==> src/rtl/swsa_pkg.sv <==
package swsa_pkg;

  // fixed field widths
  localparam int RD_W      = 8;
  localparam int KQ_W      = 6;
  localparam int FILL_W    = 4;
  localparam int MUL_CNT_W = 6;

  // threshold multiplier after reset: 2.0 in quarters
  localparam logic [KQ_W-1:0] K_QUARTERS_RESET = 6'd8;

  typedef logic [RD_W-1:0]   reading_t;
  typedef logic [KQ_W-1:0]   kq_t;
  typedef logic [FILL_W-1:0] fill_t;

  // sequencer states
  typedef enum logic [10:0] {
    ST_IDLE   = 11'b000_0000_0001,
    ST_SUM    = 11'b000_0000_0010,
    ST_SQ_OLD = 11'b000_0000_0100,
    ST_SQ_NEW = 11'b000_0000_1000,
    ST_NT     = 11'b000_0001_0000,
    ST_NQ     = 11'b000_0010_0000,
    ST_SS     = 11'b000_0100_0000,
    ST_DD     = 11'b000_1000_0000,
    ST_KK     = 11'b001_0000_0000,
    ST_KS     = 11'b010_0000_0000,
    ST_DONE   = 11'b100_0000_0000
  } state_t;

  // multiplier command and status
  typedef struct packed {
    logic                 start;
    logic [MUL_CNT_W-1:0] nbits;
  } mul_ctl_t;

  typedef struct packed {
    logic busy;
    logic done;
  } mul_sts_t;

endpackage

==> src/rtl/swsa_reading_if.sv <==
interface swsa_reading_if;
  logic               valid;
  logic               ready;
  swsa_pkg::reading_t reading;

  modport source (output valid, output reading, input ready);
  modport sink (input valid, input reading, output ready);
endinterface

==> src/rtl/swsa_result_if.sv <==
interface swsa_result_if;
  logic            valid;
  logic            ready;
  logic            alert;
  swsa_pkg::fill_t fill_count;

  modport source (output valid, output alert, output fill_count, input ready);
  modport sink (input valid, input alert, input fill_count, output ready);
endinterface

==> src/rtl/swsa_cfg_if.sv <==
interface swsa_cfg_if;
  logic          valid;
  logic          ready;
  swsa_pkg::kq_t k_quarters;

  modport source (output valid, output k_quarters, input ready);
  modport sink (input valid, input k_quarters, output ready);
endinterface

==> src/rtl/swsa_ram.sv <==
module swsa_ram #(
  parameter int WIDTH = 8,
  parameter int DEPTH = 10
) (
  input  logic                     clk,
  input  logic                     wr_en,
  input  logic [$clog2(DEPTH)-1:0] wr_addr,
  input  logic [WIDTH-1:0]         wr_data,
  input  logic [$clog2(DEPTH)-1:0] rd_addr,
  output logic [WIDTH-1:0]         rd_data
);

  logic [WIDTH-1:0] mem [DEPTH];

  // write port
  always_ff @(posedge clk) begin
    if (wr_en) begin
      mem[wr_addr] <= wr_data;
    end
  end

  // registered read port
  always_ff @(posedge clk) begin
    rd_data <= mem[rd_addr];
  end

endmodule

==> src/rtl/swsa_mul.sv <==
module swsa_mul #(
  parameter int AW = 24,
  parameter int BW = 12
) (
  input  logic               clk,
  input  logic               rst,
  input  swsa_pkg::mul_ctl_t ctl,
  input  logic [AW-1:0]      a,
  input  logic [BW-1:0]      b,
  output swsa_pkg::mul_sts_t sts,
  output logic [AW+BW-1:0]   prod
);
  import swsa_pkg::*;

  localparam int PW = AW + BW;

  logic [AW-1:0]        mcand;
  logic [BW-1:0]        mplier;
  logic [PW-1:0]        acc;
  logic [MUL_CNT_W-1:0] cnt;
  logic                 busy;
  logic                 done;

  // iteration control, one multiplier bit per cycle
  always_ff @(posedge clk) begin
    if (rst) begin
      busy <= 1'b0;
      done <= 1'b0;
    end else begin
      done <= 1'b0;
      if (ctl.start) begin
        busy <= 1'b1;
        cnt  <= ctl.nbits;
      end else if (busy) begin
        cnt <= cnt - 1'b1;
        if (cnt == MUL_CNT_W'(1)) begin
          busy <= 1'b0;
          done <= 1'b1;
        end
      end
    end
  end

  // msb-first shift-add, multiplier arrives left aligned
  always_ff @(posedge clk) begin
    if (ctl.start) begin
      mcand  <= a;
      mplier <= b;
      acc    <= '0;
    end else if (busy) begin
      acc    <= {acc[PW-2:0], 1'b0} + (mplier[BW-1] ? PW'(mcand) : PW'(0));
      mplier <= {mplier[BW-2:0], 1'b0};
    end
  end

  assign prod     = acc;
  assign sts.busy = busy;
  assign sts.done = done;

endmodule

==> src/rtl/sliding_window_sigma_alert_top.sv <==
// rolling mean plus k sigma temperature alert
//
// sample: one 8-bit reading per transfer (valid/ready). the reading enters a
//   ring of the last WINDOW readings; the fill count saturates at WINDOW.
// result: one transfer per reading with alert and fill_count. alert is high
//   when the reading is above mean + (k_quarters/4) * population sigma of the
//   window, new reading included, tested exactly on integers without a root.
// cfg: writes k_quarters; ready is always high. write only while idle.
// sequence: all products run through one bit-serial shift-add multiplier, one
//   multiplier bit per cycle, up to eight products in turn. the square of the
//   evicted reading is skipped while the window is still filling, and the last
//   three products are skipped when the reading is not above the mean. one
//   reading is in work at a time; the next can be taken in the cycle after the
//   result is registered.
// stall: the result sits in an output register; a new reading is taken while
//   it waits, and the block holds before its next result until it is taken.
// reset: sums, fill count and write slot clear, k_quarters returns to 8; the
//   window memory is not cleared, entries are only read after being written.
module sliding_window_sigma_alert_top #(
  parameter int WINDOW = 10
) (
  input logic           clk,
  input logic           rst,
  swsa_reading_if.sink  sample,
  swsa_result_if.source result,
  swsa_cfg_if.sink      cfg
);
  import swsa_pkg::*;

  localparam int NW  = $clog2(WINDOW + 1);
  localparam int SLW = $clog2(WINDOW);
  localparam int SW  = $clog2(WINDOW * 255 + 1);
  localparam int QW  = $clog2(WINDOW * 65025 + 1);
  localparam int SPW = NW + QW;
  localparam int AW  = SPW;
  localparam int BW  = (SW > 2 * KQ_W) ? SW : 2 * KQ_W;
  localparam int PW  = AW + BW;
  localparam int LW  = 2 * SW + 4;
  localparam int RW  = 2 * KQ_W + SPW;
  localparam int CW  = (LW > RW) ? LW : RW;

  state_t          state;
  logic [SLW-1:0]  slot;
  logic [NW-1:0]   filled;
  logic [SW-1:0]   sum;
  logic [SW:0]     sum_next;
  logic [QW-1:0]   sq_sum;
  kq_t             k_quarters;
  logic            res_valid;
  logic            res_alert;
  fill_t           res_fill;
  reading_t        t;
  reading_t        old_rd;
  logic            evict;
  logic            pos;
  logic            alert_q;
  logic [SW-1:0]   diff_mag;
  logic [SPW-1:0]  nq;
  logic [SPW-1:0]  spread;
  logic [LW-1:0]   lhs;
  logic            load_res;
  mul_ctl_t        mul_ctl;
  mul_sts_t        mul_sts;
  logic [AW-1:0]   mul_a;
  logic [BW-1:0]   mul_b;
  logic [PW-1:0]   mul_prod;

  // window store
  swsa_ram #(
    .WIDTH (RD_W),
    .DEPTH (WINDOW)
  ) u_ram (
    .clk     (clk),
    .wr_en   (load_res),
    .wr_addr (slot),
    .wr_data (t),
    .rd_addr (slot),
    .rd_data (old_rd)
  );

  // shared bit-serial multiplier
  swsa_mul #(
    .AW (AW),
    .BW (BW)
  ) u_mul (
    .clk  (clk),
    .rst  (rst),
    .ctl  (mul_ctl),
    .a    (mul_a),
    .b    (mul_b),
    .sts  (mul_sts),
    .prod (mul_prod)
  );

  // oldest reading leaves, new one enters
  assign sum_next = {1'b0, sum} - (SW + 1)'(evict ? old_rd : reading_t'(0))
                    + (SW + 1)'(t);

  assign load_res = (state == ST_DONE) && (!res_valid || result.ready);

  // configuration register
  always_ff @(posedge clk) begin
    if (rst) begin
      k_quarters <= K_QUARTERS_RESET;
    end else if (cfg.valid) begin
      k_quarters <= cfg.k_quarters;
    end
  end

  // sequencer and datapath
  always_ff @(posedge clk) begin
    if (rst) begin
      state         <= ST_IDLE;
      filled        <= '0;
      slot          <= '0;
      sum           <= '0;
      sq_sum        <= '0;
      res_valid     <= 1'b0;
      mul_ctl.start <= 1'b0;
    end else begin
      mul_ctl.start <= 1'b0;
      if (result.ready) begin
        res_valid <= 1'b0;
      end
      unique case (state)
        ST_IDLE: begin
          if (sample.valid) begin
            t     <= sample.reading;
            evict <= (filled == NW'(WINDOW));
            if (filled != NW'(WINDOW)) begin
              filled <= filled + 1'b1;
            end
            state <= ST_SUM;
          end
        end
        ST_SUM: begin
          sum           <= sum_next[SW-1:0];
          mul_ctl.start <= 1'b1;
          mul_ctl.nbits <= MUL_CNT_W'(RD_W);
          if (evict) begin
            mul_a <= AW'(old_rd);
            mul_b <= BW'(old_rd) << (BW - RD_W);
            state <= ST_SQ_OLD;
          end else begin
            mul_a <= AW'(t);
            mul_b <= BW'(t) << (BW - RD_W);
            state <= ST_SQ_NEW;
          end
        end
        ST_SQ_OLD: begin
          if (mul_sts.done) begin
            sq_sum        <= sq_sum - QW'(mul_prod[2*RD_W-1:0]);
            mul_ctl.start <= 1'b1;
            mul_ctl.nbits <= MUL_CNT_W'(RD_W);
            mul_a         <= AW'(t);
            mul_b         <= BW'(t) << (BW - RD_W);
            state         <= ST_SQ_NEW;
          end
        end
        ST_SQ_NEW: begin
          if (mul_sts.done) begin
            sq_sum        <= sq_sum + QW'(mul_prod[2*RD_W-1:0]);
            mul_ctl.start <= 1'b1;
            mul_ctl.nbits <= MUL_CNT_W'(NW);
            mul_a         <= AW'(t);
            mul_b         <= BW'(filled) << (BW - NW);
            state         <= ST_NT;
          end
        end
        ST_NT: begin
          if (mul_sts.done) begin
            pos           <= mul_prod[SW-1:0] > sum;
            diff_mag      <= mul_prod[SW-1:0] - sum;
            mul_ctl.start <= 1'b1;
            mul_ctl.nbits <= MUL_CNT_W'(NW);
            mul_a         <= AW'(sq_sum);
            mul_b         <= BW'(filled) << (BW - NW);
            state         <= ST_NQ;
          end
        end
        ST_NQ: begin
          if (mul_sts.done) begin
            nq            <= mul_prod[SPW-1:0];
            mul_ctl.start <= 1'b1;
            mul_ctl.nbits <= MUL_CNT_W'(SW);
            mul_a         <= AW'(sum);
            mul_b         <= BW'(sum) << (BW - SW);
            state         <= ST_SS;
          end
        end
        ST_SS: begin
          if (mul_sts.done) begin
            // n*Q - S^2 is never negative with exact sums
            spread <= nq - mul_prod[SPW-1:0];
            if (pos) begin
              mul_ctl.start <= 1'b1;
              mul_ctl.nbits <= MUL_CNT_W'(SW);
              mul_a         <= AW'(diff_mag);
              mul_b         <= BW'(diff_mag) << (BW - SW);
              state         <= ST_DD;
            end else begin
              alert_q <= 1'b0;
              state   <= ST_DONE;
            end
          end
        end
        ST_DD: begin
          if (mul_sts.done) begin
            lhs           <= {mul_prod[2*SW-1:0], 4'b0000};
            mul_ctl.start <= 1'b1;
            mul_ctl.nbits <= MUL_CNT_W'(KQ_W);
            mul_a         <= AW'(k_quarters);
            mul_b         <= BW'(k_quarters) << (BW - KQ_W);
            state         <= ST_KK;
          end
        end
        ST_KK: begin
          if (mul_sts.done) begin
            mul_ctl.start <= 1'b1;
            mul_ctl.nbits <= MUL_CNT_W'(2 * KQ_W);
            mul_a         <= AW'(spread);
            mul_b         <= BW'(mul_prod[2*KQ_W-1:0]) << (BW - 2 * KQ_W);
            state         <= ST_KS;
          end
        end
        ST_KS: begin
          if (mul_sts.done) begin
            alert_q <= CW'(lhs) > CW'(mul_prod[RW-1:0]);
            state   <= ST_DONE;
          end
        end
        ST_DONE: begin
          if (load_res) begin
            res_valid <= 1'b1;
            res_alert <= alert_q;
            res_fill  <= FILL_W'(filled);
            slot      <= (slot == SLW'(WINDOW - 1)) ? SLW'(0) : slot + 1'b1;
            state     <= ST_IDLE;
          end
        end
        default: begin
          state <= ST_IDLE;
        end
      endcase
    end
  end

  // port drive
  assign sample.ready      = (state == ST_IDLE);
  assign cfg.ready         = 1'b1;
  assign result.valid      = res_valid;
  assign result.alert      = res_alert;
  assign result.fill_count = res_fill;

  // multiplier is quiet whenever a new reading can be taken
  a_idle_mul_quiet: assert property (@(posedge clk) disable iff (rst)
    (state == ST_IDLE) |-> !mul_sts.busy)
    else $error("multiplier busy while idle");

  // ring pointers stay in range
  a_ring_range: assert property (@(posedge clk) disable iff (rst)
    (filled <= NW'(WINDOW)) && (slot <= SLW'(WINDOW - 1)))
    else $error("fill count or write slot out of range");

  // an input transfer starts the sum update
  a_accept_starts: assert property (@(posedge clk) disable iff (rst)
    (sample.valid && sample.ready) |=> (state == ST_SUM))
    else $error("input transfer did not start processing");

  // finishing loads the output register and frees the input
  a_done_loads: assert property (@(posedge clk) disable iff (rst)
    load_res |=> (res_valid && (state == ST_IDLE)))
    else $error("result not loaded on completion");

endmodule
==> src/flat_wrapper.sv <==
// flat-port wrapper written by rule: the top's interface ports become plain ports
module sliding_window_sigma_alert_top_flat import swsa_pkg::*;
#(
  parameter int WINDOW = 10
)
  (clk, rst, sample_valid, sample_reading, sample_ready, result_valid, result_alert, result_fill_count, result_ready, cfg_valid, cfg_k_quarters, cfg_ready);
  swsa_reading_if sample_i ();
  swsa_result_if result_i ();
  swsa_cfg_if cfg_i ();
  input logic clk;
  input logic rst;
  input wire logic [$bits(sample_i.valid)-1:0] sample_valid;
  input wire logic [$bits(sample_i.reading)-1:0] sample_reading;
  output wire logic [$bits(sample_i.ready)-1:0] sample_ready;
  output wire logic [$bits(result_i.valid)-1:0] result_valid;
  output wire logic [$bits(result_i.alert)-1:0] result_alert;
  output wire logic [$bits(result_i.fill_count)-1:0] result_fill_count;
  input wire logic [$bits(result_i.ready)-1:0] result_ready;
  input wire logic [$bits(cfg_i.valid)-1:0] cfg_valid;
  input wire logic [$bits(cfg_i.k_quarters)-1:0] cfg_k_quarters;
  output wire logic [$bits(cfg_i.ready)-1:0] cfg_ready;
  assign sample_i.valid = sample_valid;
  assign sample_i.reading = sample_reading;
  assign sample_ready = sample_i.ready;
  assign result_valid = result_i.valid;
  assign result_alert = result_i.alert;
  assign result_fill_count = result_i.fill_count;
  assign result_i.ready = result_ready;
  assign cfg_i.valid = cfg_valid;
  assign cfg_i.k_quarters = cfg_k_quarters;
  assign cfg_ready = cfg_i.ready;
  sliding_window_sigma_alert_top #(.WINDOW(WINDOW)) u_core (.clk(clk), .rst(rst), .sample(sample_i), .result(result_i), .cfg(cfg_i));
endmodule
==> config.mk <==
export PLATFORM = sky130hd
export DESIGN_NAME = sliding_window_sigma_alert_top_flat
export DESIGN_NICKNAME = d
export VERILOG_FILES = /design/src/rtl/swsa_pkg.sv /design/src/rtl/swsa_reading_if.sv /design/src/rtl/swsa_result_if.sv /design/src/rtl/swsa_cfg_if.sv /design/src/rtl/swsa_ram.sv /design/src/rtl/swsa_mul.sv /design/src/rtl/sliding_window_sigma_alert_top.sv /design/src/flat_wrapper.sv
export SDC_FILE = /design/constraint.sdc
export NUM_CORES = 1
export LEC_CHECK = 0
export BUFFER_PORTS_ARGS = -buffer_cell sky130_fd_sc_hd__buf_2
export CORE_MARGIN = 2
export CORE_UTILIZATION = 64
export CTS_CLUSTER_SIZE = 8
export DETAILED_ROUTE_END_ITERATION = 12
export GPL_TIMING_DRIVEN = 0
export MAX_ROUTING_LAYER = met4
export PLACE_DENSITY = 0.8
export SYNTH_ARGS = -nofsm -noshare
export SYNTH_HDL_FRONTEND = slang
export SYNTH_HIERARCHICAL = 1
export SYNTH_SLANG_ARGS = --single-unit
==> constraint.sdc <==
create_clock -name clk -period 4.95 [get_ports clk]
set_input_delay 0.495 -clock clk [delete_from_list [all_inputs] [get_ports clk]]
set_output_delay 0.495 -clock clk [all_outputs]
set_load 0.005 [all_outputs]
==> results.toml <==
[worst_setup_path]
critPathSlowestCell = "nor4_2"
crit_buf_inv = 2
path_class = "flop to flop"
start_kind = "flop"
critPathArrivalTime_ns = 4.92
cp-end-kind = "flop"
cp.required_ns = 5.40
critPathTopFamily = "simple AND/OR/NAND/NOR gates"
cp_max_fo = 10
cpPeakStageDelay_ns = 0.51
r2r_slack_ns = 0.48
worstPathCellList = "nor4_2, nand3b_1, or2_2, clkbuf_1, clkbuf_1, nand2_1, o21ai_0, fa_1, a21o_1, a21o_1, a2111oi_2, o21ai_1, nand4_1, nand3_1, nor3b_1, a31o_2"

[floorplanning]
rows = 64
coreArea_um2 = 30400
die_area_um2 = 32200
die_w_um = 179
start_util_pct = 64.7
die_y_um = 179
num_io_pins = 27

[cells_and_area]
fin_nets = 2054
drive_gt1_share_pct = 9.04
fill_cells = 2162
num_antenna_cells = 0
area_delta_synth_final_pct = 11.0
multiInputGateArea_um2 = 9030
seq_area_um2 = 9940

[place]
gp_congestion = 0.975
hpwl_mm = 36.3
pre_cts_ws_ns = 0.327
port-buffer-count = 24

[sta]
period_needed_ns = 4.47
relSlewSlack_pct = 14.3
hold_viol = 0
rsz0062_at_grt = "no"
period_share_pct = 90.3
fin_tns_setup_ns = 0
fin_ws_ns = 0.479
max_freq_mhz = 224
finalClockSkew_ns = 0.0185
worstMarginPinSlew_ns = 1.29
slew_viol_final = 0
setup_violations = 0

[power_and_ir_drop]
power.internal_mw = 6.94
p_sw_mw = 3.62
power_density_nw_per_um2 = 484
p_sw_share_pct = 34.3
p_seq_share_pct = 37.6
clock_power_share_pct = 30.6
combPwrFrac_pct = 31.8
peakVddDrop_mv = 0.414
p_leak_nw = 8.05

[detailed_routing]
first_pass_iters = 6
wl_per_cell_um = 21.6
avgViaCountPerCell = 6.38
drt_iter0_markers = 1694
wirelength_mm = 50.6
antenna_left = 0
num_vias = 15000
drcViolationCount = 0

[grt]
grt_max_degree = 28
antenna_found_initial = 0
grt_usage_pct = 32.7
gr-total-overflow = 0
grt_pass1_vias = 13900
grt_pass1_wl_mm = 77.3

[outcome]
status = "completed"

[cts]
clock-sinks = 366
cts_root_buffer = "clkbuf_16"
clk-insertion-delay-late_ns = 0.57
cts_buffers = 51
cts_buffer_depth = 3
cts.reportedPaths.clkPinSlew_ns = 0.05
cts_tree = "done"
post_cts_buffers = 0
ctsHoldBuffers = 0
cts_resized = 0
htree_levels = 2

[run]
cap_violations = 0

[yosys]
synthCells = 1823
syn_area_per_cell_um2 = 10.8
syn-cell-area_um2 = 19700
yosys_warnings = 6

[min_path]
hp-class = "primary input to flop"
==> through the flow <==
step	power, mW	std cells	instance area (um2)	util, %	hold WS (ns)
floorplan	6.46	1825	19700	-	0.400
global placement	7.15	2245	20300	66.7	0.401
detailed placement	7.27	2247	20300	66.8	0.405
CTS	10.5	2343	21800	71.7	0.0873
global route	11.1	2343	21800	71.8	0.0865
finish	10.6	2343	21800	71.8	0.103
==> power groups by stage <==
stage	sequential (mW)	combinational (mW)	clock [mW]
after floorplan	3.82	2.64	0
after global routing	3.98	3.74	3.41
after detailed placement	4.01	3.25	0
after global placement	4.00	3.15	0
final	3.97	3.36	3.24
after CTS	3.96	3.29	3.28
==> metal layers <==
metal,global-route usage (%),part of all wire (%),vias to the layer above
met2,49.9,45,752
met1,45.6,42,7180
met3,4.16,8.7,140
met5,-,0,-
met4,10.8,3.6,0
li1,-,-,6883
==> registers in the layout (all words and copies together) (netlist names), 20 cells and up <==
register / flops
u_core/lhs: 24
u_core/mul_a: 24
u_core/nq: 24
u_core/spread: 24
u_core/sq_sum: 20
u_core/u_mul/mcand: 24
u_core/u_mul/prod: 36
u_core/u_ram/mem: 80
==> cell type report <==
type	instances	share of cell area (%)
Inverter	99	1.70
Tap cell	396	2.27
Multi-Input combinational cell	1293	41.4
Clock buffer	93	6.57
Timing Repair Buffer	26	0.653
Sequential cell	366	45.5
Buffer	67	1.59
Clock inverter	3	0.321
==> path summary, 6_finish.rpt <==
path	cells past startpoint	endpoint	start
worst min-delay path	1	u_core/t[4]$_DFFE_PP_	sample_reading[4]
worst max register to register	16	u_core/sq_sum[14]$_SDFFE_PP0P_	u_core/state[1]$_SDFFE_PP0P_
worst max-delay path	16	u_core/sq_sum[14]$_SDFFE_PP0P_	u_core/state[1]$_SDFFE_PP0P_
worst min register to register	0	u_core/u_mul/mcand[7]$_DFFE_PP_	u_core/mul_a[7]$_DFFE_PP_
==> placed cells by master (no fill, tap or decap), types with 7 or more instances in the layout <==
| cell | instances |
|---|---|
| inv_1 | 97 |
| a22o_1 | 24 |
| nor2b_1 | 25 |
| a2111oi_0 | 7 |
| a211oi_1 | 14 |
| and2_1 | 44 |
| edfxtp_1 | 261 |
| nand2_1 | 167 |
| mux2i_1 | 41 |
| buf_1 | 9 |
| nor2_1 | 148 |
| clkbuf_16 | 51 |
| nand3b_1 | 9 |
| nor3_1 | 35 |
| xnor2_1 | 55 |
| o21ai_1 | 15 |
| o22ai_1 | 13 |
| nor4b_1 | 9 |
| nand2b_1 | 24 |
| nand3_1 | 39 |
| o211ai_1 | 10 |
| and3_1 | 15 |
| o21a_1 | 11 |
| a21o_1 | 27 |
| o21ai_0 | 74 |
| xor2_1 | 31 |
| a22oi_1 | 26 |
| ha_1 | 119 |
| a31oi_1 | 11 |
| buf_2 | 32 |
| nand4_1 | 32 |
| fa_1 | 12 |
| o31ai_1 | 14 |
| dfxtp_1 | 105 |
| a21oi_1 | 101 |
| clkbuf_1 | 78 |
| mux2_2 | 35 |
Note: power is estimated with default switching activity, not from simulation.
